**src/design/pab_pkg.sv**
```systemverilog
`timescale 1ns / 1ps
// ----------------------------------------------------------------------------
// pab_pkg: shared types and constants of the pileup allele balance block
// Character codes, base classes, register indexes and queue sizing.
// ----------------------------------------------------------------------------
package pab_pkg;

	localparam int MAX_DEPTH_DEF = 8192;
	localparam int CHAR_W        = 8;
	localparam int FIELD_W       = 14;
	localparam int FRAC_W        = 16;
	localparam int COEF_W        = 8;
	localparam int CFG_IDX_W     = 8;
	localparam int NUM_CLASSES   = 5;
	localparam int QDEPTH        = 2;
	localparam int QAW           = $clog2(QDEPTH);
	localparam int OUT_DATA_W    = 64;

	localparam logic [CFG_IDX_W-1:0] REG_SUPPORT_NUM = 8'd0;
	localparam logic [CFG_IDX_W-1:0] REG_SUPPORT_DEN = 8'd1;
	localparam logic [CFG_IDX_W-1:0] REG_MINOR_NUM   = 8'd2;
	localparam logic [CFG_IDX_W-1:0] REG_MINOR_DEN   = 8'd3;

	localparam logic [COEF_W-1:0] SUPPORT_NUM_RST = 8'd9;
	localparam logic [COEF_W-1:0] SUPPORT_DEN_RST = 8'd10;
	localparam logic [COEF_W-1:0] MINOR_NUM_RST   = 8'd1;
	localparam logic [COEF_W-1:0] MINOR_DEN_RST   = 8'd4;

	localparam logic [CHAR_W-1:0] CH_DOT   = 8'h2E;
	localparam logic [CHAR_W-1:0] CH_COMMA = 8'h2C;
	localparam logic [CHAR_W-1:0] CH_UA    = 8'h41;
	localparam logic [CHAR_W-1:0] CH_UC    = 8'h43;
	localparam logic [CHAR_W-1:0] CH_UG    = 8'h47;
	localparam logic [CHAR_W-1:0] CH_UT    = 8'h54;
	localparam logic [CHAR_W-1:0] CH_LA    = 8'h61;
	localparam logic [CHAR_W-1:0] CH_LC    = 8'h63;
	localparam logic [CHAR_W-1:0] CH_LG    = 8'h67;
	localparam logic [CHAR_W-1:0] CH_LT    = 8'h74;

	// counter slot of each class; the back end reads slot 0 as reference
	typedef enum logic [2:0] {
		K_REF  = 3'd0,
		K_A    = 3'd1,
		K_C    = 3'd2,
		K_G    = 3'd3,
		K_T    = 3'd4,
		K_NONE = 3'd5
	} base_kind_t;

	function automatic base_kind_t pab_classify(input logic [CHAR_W-1:0] ch);
		base_kind_t k;
		case (ch) inside
			CH_DOT, CH_COMMA: k = K_REF;
			CH_UA, CH_LA:     k = K_A;
			CH_UC, CH_LC:     k = K_C;
			CH_UG, CH_LG:     k = K_G;
			CH_UT, CH_LT:     k = K_T;
			default:          k = K_NONE;
		endcase
		return k;
	endfunction

endpackage

```
**src/design/pab_front.sv**
```systemverilog
`timescale 1ns / 1ps
// ----------------------------------------------------------------------------
// pab_front: pileup character classifier and counters
// Takes one character a cycle while the queue is not full, bumps the saturating class counters and, on
// the last character of a site, pushes the final counts into the queue.
// ----------------------------------------------------------------------------
module pab_front import pab_pkg::*; #(
	parameter int MAX_DEPTH = MAX_DEPTH_DEF
) (
	input  logic                                             clk,
	input  logic                                             arst_n,
	input  logic                                             in_valid,
	output logic                                             in_ready,
	input  logic [CHAR_W-1:0]                                in_char,
	input  logic                                             in_last,
	output logic                                             push,
	output logic [NUM_CLASSES-1:0][$clog2(MAX_DEPTH+1)-1:0]  push_counts,
	input  logic                                             q_full
);

	localparam int CW = $clog2(MAX_DEPTH + 1);

	logic [NUM_CLASSES-1:0][CW-1:0] cnt_q;
	logic [NUM_CLASSES-1:0][CW-1:0] cnt_next;
	base_kind_t                     kind;
	logic                           accept;

	assign in_ready = !q_full;
	assign accept   = in_valid && in_ready;
	assign kind     = pab_classify(in_char);

	always_comb begin
		for (int i = 0; i < NUM_CLASSES; i++) begin
			if (kind == base_kind_t'(3'(i)) && cnt_q[i] < CW'(MAX_DEPTH)) begin
				cnt_next[i] = cnt_q[i] + CW'(1);
			end else begin
				cnt_next[i] = cnt_q[i];
			end
		end
	end

	assign push        = accept && in_last;
	assign push_counts = cnt_next;

	always_ff @(posedge clk or negedge arst_n) begin
		if (!arst_n) begin
			cnt_q <= '0;
		end else if (accept) begin
			// counts restart for the next site once this one is queued
			cnt_q <= in_last ? '0 : cnt_next;
		end
	end

endmodule

```
**src/design/pab_queue.sv**
```systemverilog
`timescale 1ns / 1ps
// ----------------------------------------------------------------------------
// pab_queue: short site queue
// Holds finished site counts between the counters and the evaluator.
// ----------------------------------------------------------------------------
module pab_queue import pab_pkg::*; #(
	parameter int DW = 70
) (
	input  logic          clk,
	input  logic          arst_n,
	input  logic          push,
	input  logic [DW-1:0] push_data,
	output logic          full,
	input  logic          pop,
	output logic [DW-1:0] pop_data,
	output logic          not_empty
);

	localparam int CNTW = $clog2(QDEPTH + 1);

	logic [DW-1:0]   mem_q [QDEPTH];
	logic [QAW-1:0]  wr_ptr_q;
	logic [QAW-1:0]  rd_ptr_q;
	logic [CNTW-1:0] count_q;

	assign full      = count_q == CNTW'(QDEPTH);
	assign not_empty = count_q != '0;
	assign pop_data  = mem_q[rd_ptr_q];

	always_ff @(posedge clk) begin
		if (push) begin
			mem_q[wr_ptr_q] <= push_data;
		end
	end

	always_ff @(posedge clk or negedge arst_n) begin
		if (!arst_n) begin
			wr_ptr_q <= '0;
			rd_ptr_q <= '0;
			count_q  <= '0;
		end else begin
			if (push) begin
				wr_ptr_q <= (wr_ptr_q == QAW'(QDEPTH - 1)) ? '0 : wr_ptr_q + QAW'(1);
			end
			if (pop) begin
				rd_ptr_q <= (rd_ptr_q == QAW'(QDEPTH - 1)) ? '0 : rd_ptr_q + QAW'(1);
			end
			if (push && !pop) begin
				count_q <= count_q + CNTW'(1);
			end else if (pop && !push) begin
				count_q <= count_q - CNTW'(1);
			end
		end
	end

endmodule

```
**src/design/pab_back.sv**
```systemverilog
`timescale 1ns / 1ps
// ----------------------------------------------------------------------------
// pab_back: site evaluator
// Picks the top alternate count, checks both balance thresholds, runs a
// bit-serial divide for the allele fraction of a passing site and holds the result.
// ----------------------------------------------------------------------------
module pab_back import pab_pkg::*; #(
	parameter int MAX_DEPTH = MAX_DEPTH_DEF
) (
	input  logic                                             clk,
	input  logic                                             arst_n,
	input  logic                                             cfg_valid,
	input  logic [CFG_IDX_W-1:0]                             cfg_index,
	input  logic [COEF_W-1:0]                                cfg_data,
	input  logic                                             q_valid,
	input  logic [NUM_CLASSES-1:0][$clog2(MAX_DEPTH+1)-1:0]  q_counts,
	output logic                                             q_pop,
	output logic                                             out_valid,
	input  logic                                             out_ready,
	output logic                                             out_pass,
	output logic [OUT_DATA_W-1:0]                            out_data
);

	localparam int CW  = $clog2(MAX_DEPTH + 1);
	localparam int PRW = CW + 1 + COEF_W;
	localparam int TRW = CW + 3 + COEF_W;
	localparam int DCW = $clog2(FRAC_W);

	typedef enum logic [4:0] {
		S_IDLE = 5'b00001,
		S_MUL  = 5'b00010,
		S_CMP  = 5'b00100,
		S_DIV  = 5'b01000,
		S_OUT  = 5'b10000
	} back_state_t;

	back_state_t        state_q;
	logic [COEF_W-1:0]  sup_num_q, sup_den_q, min_num_q, min_den_q;
	logic [CW-1:0]      ref_q, top_q, minor_q, base_q;
	logic [CW:0]        pair_q;
	logic [CW+2:0]      total_q;
	logic [PRW-1:0]     sup_l_q, min_r_q;
	logic [TRW-1:0]     sup_r_q;
	logic [CW+COEF_W-1:0] min_l_q;
	logic               pass_q;
	logic [CW:0]        rem_q;
	logic [FRAC_W-1:0]  quot_q;
	logic [DCW-1:0]     div_cnt_q;

	logic [CW-1:0]      top_c, max_ac, max_gt;
	logic [CW+2:0]      total_c;
	logic [CW+1:0]      rem_sh;
	logic               rem_ge;
	logic               pass_c;

	assign max_ac  = (q_counts[K_C] > q_counts[K_A]) ? q_counts[K_C] : q_counts[K_A];
	assign max_gt  = (q_counts[K_T] > q_counts[K_G]) ? q_counts[K_T] : q_counts[K_G];
	assign top_c   = (max_gt > max_ac) ? max_gt : max_ac;
	assign total_c = (CW+3)'(q_counts[K_REF]) + (CW+3)'(q_counts[K_A])
		+ (CW+3)'(q_counts[K_C]) + (CW+3)'(q_counts[K_G]) + (CW+3)'(q_counts[K_T]);

	assign rem_sh = {rem_q, 1'b0};
	assign rem_ge = rem_sh >= (CW+2)'(pair_q);
	assign pass_c = (TRW'(sup_l_q) > sup_r_q) && (PRW'(min_l_q) > min_r_q);

	assign q_pop     = (state_q == S_IDLE) && q_valid;
	assign out_valid = state_q == S_OUT;
	assign out_pass  = pass_q;
	assign out_data  = {
		{(OUT_DATA_W - FRAC_W - 3 * FIELD_W){1'b0}},
		FIELD_W'(base_q), FIELD_W'(top_q), FIELD_W'(ref_q), quot_q
	};

	// threshold registers
	always_ff @(posedge clk or negedge arst_n) begin
		if (!arst_n) begin
			sup_num_q <= SUPPORT_NUM_RST;
			sup_den_q <= SUPPORT_DEN_RST;
			min_num_q <= MINOR_NUM_RST;
			min_den_q <= MINOR_DEN_RST;
		end else if (cfg_valid) begin
			case (cfg_index)
				REG_SUPPORT_NUM: sup_num_q <= cfg_data;
				REG_SUPPORT_DEN: sup_den_q <= cfg_data;
				REG_MINOR_NUM:   min_num_q <= cfg_data;
				REG_MINOR_DEN:   min_den_q <= cfg_data;
				default: ;
			endcase
		end
	end

	always_ff @(posedge clk or negedge arst_n) begin
		if (!arst_n) begin
			state_q   <= S_IDLE;
			div_cnt_q <= '0;
		end else begin
			case (state_q)
				S_IDLE: begin
					if (q_valid) begin
						state_q <= S_MUL;
					end
				end
				S_MUL: state_q <= S_CMP;
				S_CMP: begin
					div_cnt_q <= '0;
					state_q   <= pass_c ? S_DIV : S_OUT;
				end
				S_DIV: begin
					div_cnt_q <= div_cnt_q + DCW'(1);
					if (div_cnt_q == DCW'(FRAC_W - 1)) begin
						state_q <= S_OUT;
					end
				end
				S_OUT: begin
					if (out_ready) begin
						state_q <= S_IDLE;
					end
				end
				default: state_q <= S_IDLE;
			endcase
		end
	end

	// datapath, no reset needed
	always_ff @(posedge clk) begin
		case (state_q)
			S_IDLE: begin
				ref_q   <= q_counts[K_REF];
				top_q   <= top_c;
				pair_q  <= (CW+1)'(q_counts[K_REF]) + (CW+1)'(top_c);
				total_q <= total_c;
				minor_q <= (top_c < q_counts[K_REF]) ? top_c : q_counts[K_REF];
				base_q  <= (total_c > (CW+3)'(MAX_DEPTH)) ? CW'(MAX_DEPTH) : CW'(total_c);
			end
			S_MUL: begin
				sup_l_q <= PRW'(pair_q) * PRW'(sup_den_q);
				sup_r_q <= TRW'(total_q) * TRW'(sup_num_q);
				min_l_q <= (CW+COEF_W)'(minor_q) * (CW+COEF_W)'(min_den_q);
				min_r_q <= PRW'(pair_q) * PRW'(min_num_q);
			end
			S_CMP: begin
				pass_q <= pass_c;
				rem_q  <= (CW+1)'(top_q);
				quot_q <= '0;
			end
			S_DIV: begin
				// restoring divide, one quotient bit per cycle
				rem_q  <= rem_ge ? (CW+1)'(rem_sh - (CW+2)'(pair_q)) : (CW+1)'(rem_sh);
				quot_q <= {quot_q[FRAC_W-2:0], rem_ge};
			end
			default: ;
		endcase
	end

`ifndef ASSERT_OFF
	a_fail_zero_frac: assert property (@(posedge clk) disable iff (!arst_n)
		out_valid && !pass_q |-> quot_q == '0)
		else $error("failing site carries a nonzero fraction");

	a_pass_both_alleles: assert property (@(posedge clk) disable iff (!arst_n)
		out_valid && pass_q |-> ref_q != '0 && top_q != '0)
		else $error("passing site without both alleles");

	a_counts_in_base: assert property (@(posedge clk) disable iff (!arst_n)
		out_valid |-> top_q <= base_q && ref_q <= base_q)
		else $error("allele count above base total");

	a_div_cnt_idle: assert property (@(posedge clk) disable iff (!arst_n)
		state_q != S_DIV |-> div_cnt_q == '0)
		else $error("divide step count left over outside divide");

	a_pop_only_idle: assert property (@(posedge clk) disable iff (!arst_n)
		q_pop |=> state_q == S_MUL)
		else $error("queue request taken without starting evaluation");
`endif

endmodule

```
**src/design/pileup_allele_balance.sv**
```systemverilog
`timescale 1ns / 1ps
// ----------------------------------------------------------------------------
// pileup_allele_balance: per-site allele balance test over pileup text
// Counts reference and per-base mismatch characters of a site and reports
// whether the site is balanced, with its alternate allele fraction.
// ----------------------------------------------------------------------------
// Usage: stream one pileup character per request on s_axis, tlast on the
// final character of a site. Characters are taken one per cycle whenever
// the two-entry site queue has room. Each site gives one result on m_axis:
// tuser holds the pass flag, tdata the fraction and the three counts.
// After the last character of a site, its counts pass through the queue and
// the evaluator's capture, multiply and compare states; a passing site also
// runs the bit-serial divide of the fraction, which sets the sustained site rate:
// sites shorter than a passing site's evaluation back up the queue and stall s_axis.
// The cfg channel writes the four threshold registers; it is always ready
// and should be used only while the block is idle.
// Reset clears all counters, the queue and the evaluator, and restores the
// default thresholds. A stalled m_axis holds its result while the counters
// keep accepting characters until the queue fills.
module pileup_allele_balance import pab_pkg::*; #(
	parameter int MAX_DEPTH = MAX_DEPTH_DEF
) (
	input  logic                  clk,
	input  logic                  arst_n,
	input  logic                  s_axis_tvalid,
	output logic                  s_axis_tready,
	input  logic [7:0]            s_axis_tdata,   // pileup_char
	input  logic                  s_axis_tlast,   // last character of site
	output logic                  m_axis_tvalid,
	input  logic                  m_axis_tready,
	output logic [OUT_DATA_W-1:0] m_axis_tdata,   // allele_fraction[15:0], ref_total[29:16],
	                                              // top_alt_total[43:30], base_total[57:44]
	output logic [0:0]            m_axis_tuser,   // site_pass
	input  logic                  cfg_valid,
	output logic                  cfg_ready,
	input  logic [CFG_IDX_W-1:0]  cfg_index,
	input  logic [COEF_W-1:0]     cfg_data
);

	localparam int CW = $clog2(MAX_DEPTH + 1);
	localparam int DW = NUM_CLASSES * CW;

	logic                           push, q_full, q_pop, q_valid;
	logic [NUM_CLASSES-1:0][CW-1:0] push_counts, pop_counts;
	logic [DW-1:0]                  pop_flat;
	logic                           pass;

	assign cfg_ready  = 1'b1;
	assign pop_counts = pop_flat;
	assign m_axis_tuser = pass;

	pab_front #(
		.MAX_DEPTH (MAX_DEPTH)
	) u_front (
		.clk         (clk),
		.arst_n      (arst_n),
		.in_valid    (s_axis_tvalid),
		.in_ready    (s_axis_tready),
		.in_char     (s_axis_tdata),
		.in_last     (s_axis_tlast),
		.push        (push),
		.push_counts (push_counts),
		.q_full      (q_full)
	);

	pab_queue #(
		.DW (DW)
	) u_queue (
		.clk       (clk),
		.arst_n    (arst_n),
		.push      (push),
		.push_data (push_counts),
		.full      (q_full),
		.pop       (q_pop),
		.pop_data  (pop_flat),
		.not_empty (q_valid)
	);

	pab_back #(
		.MAX_DEPTH (MAX_DEPTH)
	) u_back (
		.clk       (clk),
		.arst_n    (arst_n),
		.cfg_valid (cfg_valid),
		.cfg_index (cfg_index),
		.cfg_data  (cfg_data),
		.q_valid   (q_valid),
		.q_counts  (pop_counts),
		.q_pop     (q_pop),
		.out_valid (m_axis_tvalid),
		.out_ready (m_axis_tready),
		.out_pass  (pass),
		.out_data  (m_axis_tdata)
	);

endmodule

```
**config.mk**
```make
export PLATFORM = sky130hd
export DESIGN_NAME = pileup_allele_balance
export DESIGN_NICKNAME = d
export VERILOG_FILES = /design/src/design/pab_pkg.sv /design/src/design/pab_front.sv /design/src/design/pab_queue.sv /design/src/design/pab_back.sv /design/src/design/pileup_allele_balance.sv
export SDC_FILE = /design/constraint.sdc
export NUM_CORES = 2
export LEC_CHECK = 0
export BUFFER_PORTS_ARGS = -buffer_cell sky130_fd_sc_hd__clkbuf_2
export CAP_MARGIN = 5
export CORE_MARGIN = 2
export CORE_UTILIZATION = 60
export DETAILED_ROUTE_END_ITERATION = 10
export PLACE_DENSITY = 0.78
export SLEW_MARGIN = 20
export SYNTH_ARGS = -nofsm -noshare
export SYNTH_HDL_FRONTEND = slang
export SYNTH_HIERARCHICAL = 1
export SYNTH_SLANG_ARGS = --single-unit
```
**constraint.sdc**
```tcl
create_clock -name clk -period 14.6 [get_ports clk]
set_input_delay 0.73 -clock clk [delete_from_list [all_inputs] [get_ports clk]]
set_output_delay 0.73 -clock clk [all_outputs]
set_load 0.02 [all_outputs]
```
==> results_dict.tcl <==
set metrics [dict create \
    drive_gt1_share_pct 9.893 \
    rows 94 \
    syn_inst 3742 \
    ios 98 \
    drt-pass1-iter-count 6 \
    slew_headroom_pct 24.66 \
    drv_slew 0 \
    powerDensity_nw_per_um2 227.4 \
    regArea_um2 13490 \
    worstPathMaxFanout 52 \
    power.leakage_uw 0.02059 \
    nets 4514 \
    port-buffer-count 90 \
    grt_pass1_vias 28147 \
    routed-via-count 27792 \
    coreArea_um2 65980 \
    rsz0062_at_grt "no" \
    critical_path_required_ns 14.90 \
    crit_arrival_ns 8.96 \
    async_reset_ff_share_pct 24.57 \
    hp-class "input port to async pin" \
    cts_resized 0 \
    critPathSlowestCell "buf_4" \
    ys_ff_latch 468 \
    track_usage_pct 27.19 \
    via_per_inst 5.907 \
    cts_sinks 468 \
    ys_seq_area_share_pct 33.57 \
    ys_types 94 \
    status "finished clean" \
    antenna_found_initial 0 \
    routed_wl_um 92540 \
    multiInputGateArea_um2 24200 \
    path_clk_slew_ns 0.07 \
    setup_viol 0 \
    dp_hpwl_um 69990 \
    critPathCaptureType "flip-flop" \
    overflow 0 \
    clockRootBuffer "clkbuf_16" \
    ant_nets 0 \
    clk_path_buf_depth 3 \
    drt_iter0_markers 1915 \
    hold_viol_final 0 \
    placed_cell_area_um2 41350 \
    crit_path_max_incr_delay_ns 0.80 \
    cts-htree-levels 2 \
    startpoint_type "flip-flop" \
    die_height_um 262.8 \
    ir_drop_uv 269.9 \
    reg2reg_from "u_queue/rd_ptr_q" \
    path_common_cell "ha_1" \
    drc_errors 0 \
    cts_made_buffers 54 \
    syn_to_final_growth_pct 7.577 \
    min_period_ns 8.653 \
    n_antenna_cell 0 \
    postCtsSetupBuffers 0 \
    worstRegToRegCells 29 \
    critical_path_buf_inv_count 3 \
    wl_per_cell_um 19.67 \
    cp_num_cells 29 \
    r2r_slack_ns 5.95 \
    die_area_um2 69050 \
    synth_edf_count 353 \
    drv_cap 0 \
    grt_first_pass_wirelength_um 150500 \
    post-route-period-util_pct 59.27 \
    ys.flop_type "edfxtp_1" \
    syn-mean-instance-area_um2 10.74 \
    grt_max_degree 76 \
    cts_tree "yes" \
    worstSetupPathType "flip-flop to flip-flop" \
    final_cell_area_um2 43220 \
    yosys_warnings 6 \
    worst_pin_slew_ns 1.126 \
    synthesis.area_um2 40180 \
    skew_ns 0.06432 \
    initial_utilization_pct 60.89 \
    ctsHoldBuffers 0 \
    rr_endpoint "u_back/minor_q[9]" \
    routabilityCongestion 0.9373 \
    power.total_uw 9829 \
    fill_cells 5096 \
    clock_latency_ns 0.65 \
    cp_top_family "compound AO/OA/AOI/OAI gates" \
    setup_tns_ns 0 \
    die_w_um 262.8 \
    max_freq_ghz 0.1156 \
]
## cell families (layout without fill, tap and decap cells)
group                      after synthesis  count (layout)  share of synthesized area [%]
other                                    2               7                        0.01869
muxes                                  163             163                          5.042
DFF                                    468             468                          33.57
xor gates and xnor gates               162             162                          3.531
and+or+nand+nor                       1104            1104                          14.36
adders and majority gates              689             689                          28.20
buffers and inverters                  637             731                          6.350
AOI/OAI and AO/OA                      517             517                          8.934
## through the flow
step           utilization (%)  worst slack, ns  hold slack (ns)  instances
2_1_floorplan                -            5.859           0.4344       3747
3_3_place_gp             62.67            6.250           0.4753       4603
3_5_place_dp             62.67            6.157           0.4757       4603
4_1_cts                  65.50            6.097           0.2461       4705
5_1_grt                  65.51            5.268           0.1427       4705
6_report                 65.51            5.947          0.07727       4705
## flip-flops by register name, indices dropped and copies added, names as in the netlist, 15 cells and up
name            cells
u_back/min_l_q     22
u_back/quot_q      16
u_queue/mem_q     140
u_back/pair_q      15
u_back/sup_l_q     23
u_back/sup_r_q     25
u_back/rem_q       15
u_back/min_r_q     23
u_front/cnt_q      70
u_back/total_q     17
## cell usage after synthesis (28+ instances only)
cell      instances  share of area, %
a21oi_1         105               1.3
nand3_1          65              0.81
fa_1            361                18
nor2_1          109               1.0
mux2_2           38               1.1
dfrtp_1         108               6.7
mux2i_1          55               1.4
a21o_1           70               1.3
and3_1           36              0.56
xor2_1           51               1.1
nand4_1          44              0.69
inv_1           510               4.8
ha_1            328                10
nand2_1         390               3.6
xnor2_1         111               2.4
edfxtp_1        353                26
o21ai_0          91               1.1
o21a_1           28              0.52
mux2_4           69               2.6
nor3_1           43              0.54
clkbuf_1         99              0.92
and2_1          259               4.0
## worst reg2reg max path: cells and delay by family, from the launching register on
kind / cells / cell delay, ns
compound gates: 15 / 3.21
simple gates: 5 / 1.29
buf+inv: 3 / 1.09
mux: 3 / 1.09
fa+ha+maj: 3 / 0.94
flops: 1 / 0.66
## routing by layer
metal  wire length (um)  GRT usage, %  part of all wire (%)
met2              45370         46.23                    49
met5                  0             0                     0
met3               4701         3.261                   5.1
met4               3378         9.894                   3.7
met1              39090         36.06                    42
## power breakdown
group	switching (uW)	internal, uW	total [uW]	leakage (uW)
sequential	399	2110	2500	0.00478
combinational	3540	2380	5920	0.0149
clock	598	807	1400	0.000908
## area by class of cell
type | instances | share of cell area (%)
clock inverters | 38 | 0.9900
clock buffers | 64 | 3.329
flip-flops and latches | 468 | 31.21
inverters | 511 | 4.438
repair buffers | 118 | 1.543
well taps | 864 | 2.501
multi-input cells | 2642 | 55.99
## worst max path at each step
stage                     slack, ns                 end         startpoint
after detailed placement       6.16   u_back/minor_q[9]   u_queue/rd_ptr_q
after global routing           5.27   u_back/minor_q[9]   u_queue/rd_ptr_q
final                          5.95   u_back/minor_q[9]   u_queue/rd_ptr_q
after CTS                      6.10   u_back/minor_q[9]   u_queue/rd_ptr_q
after global placement         6.25   u_back/minor_q[1]   u_queue/rd_ptr_q
after floorplan                5.86  u_queue/count_q[1]  u_back/state_q[2]
## placed cells by master, fill, tap and decap left out, drive strengths merged, types with 20 or more instances in the layout
cell type  count
mux2         108
inv          518
o211ai        25
mux2i         55
fa           361
and2         259
or3           21
nor3          43
o21a          28
nor2         110
nor2b         26
ha           328
a21o          70
xnor2        111
buf           29
nand3         67
clkbuf       153
dfrtp        108
nand2        390
clkinv        20
a21oi        105
edfxtp       353
nand4         45
o21ai         93
o31ai         24
and3          36
xor2          51
No activity file was read; power rests on OpenSTA's default activity.
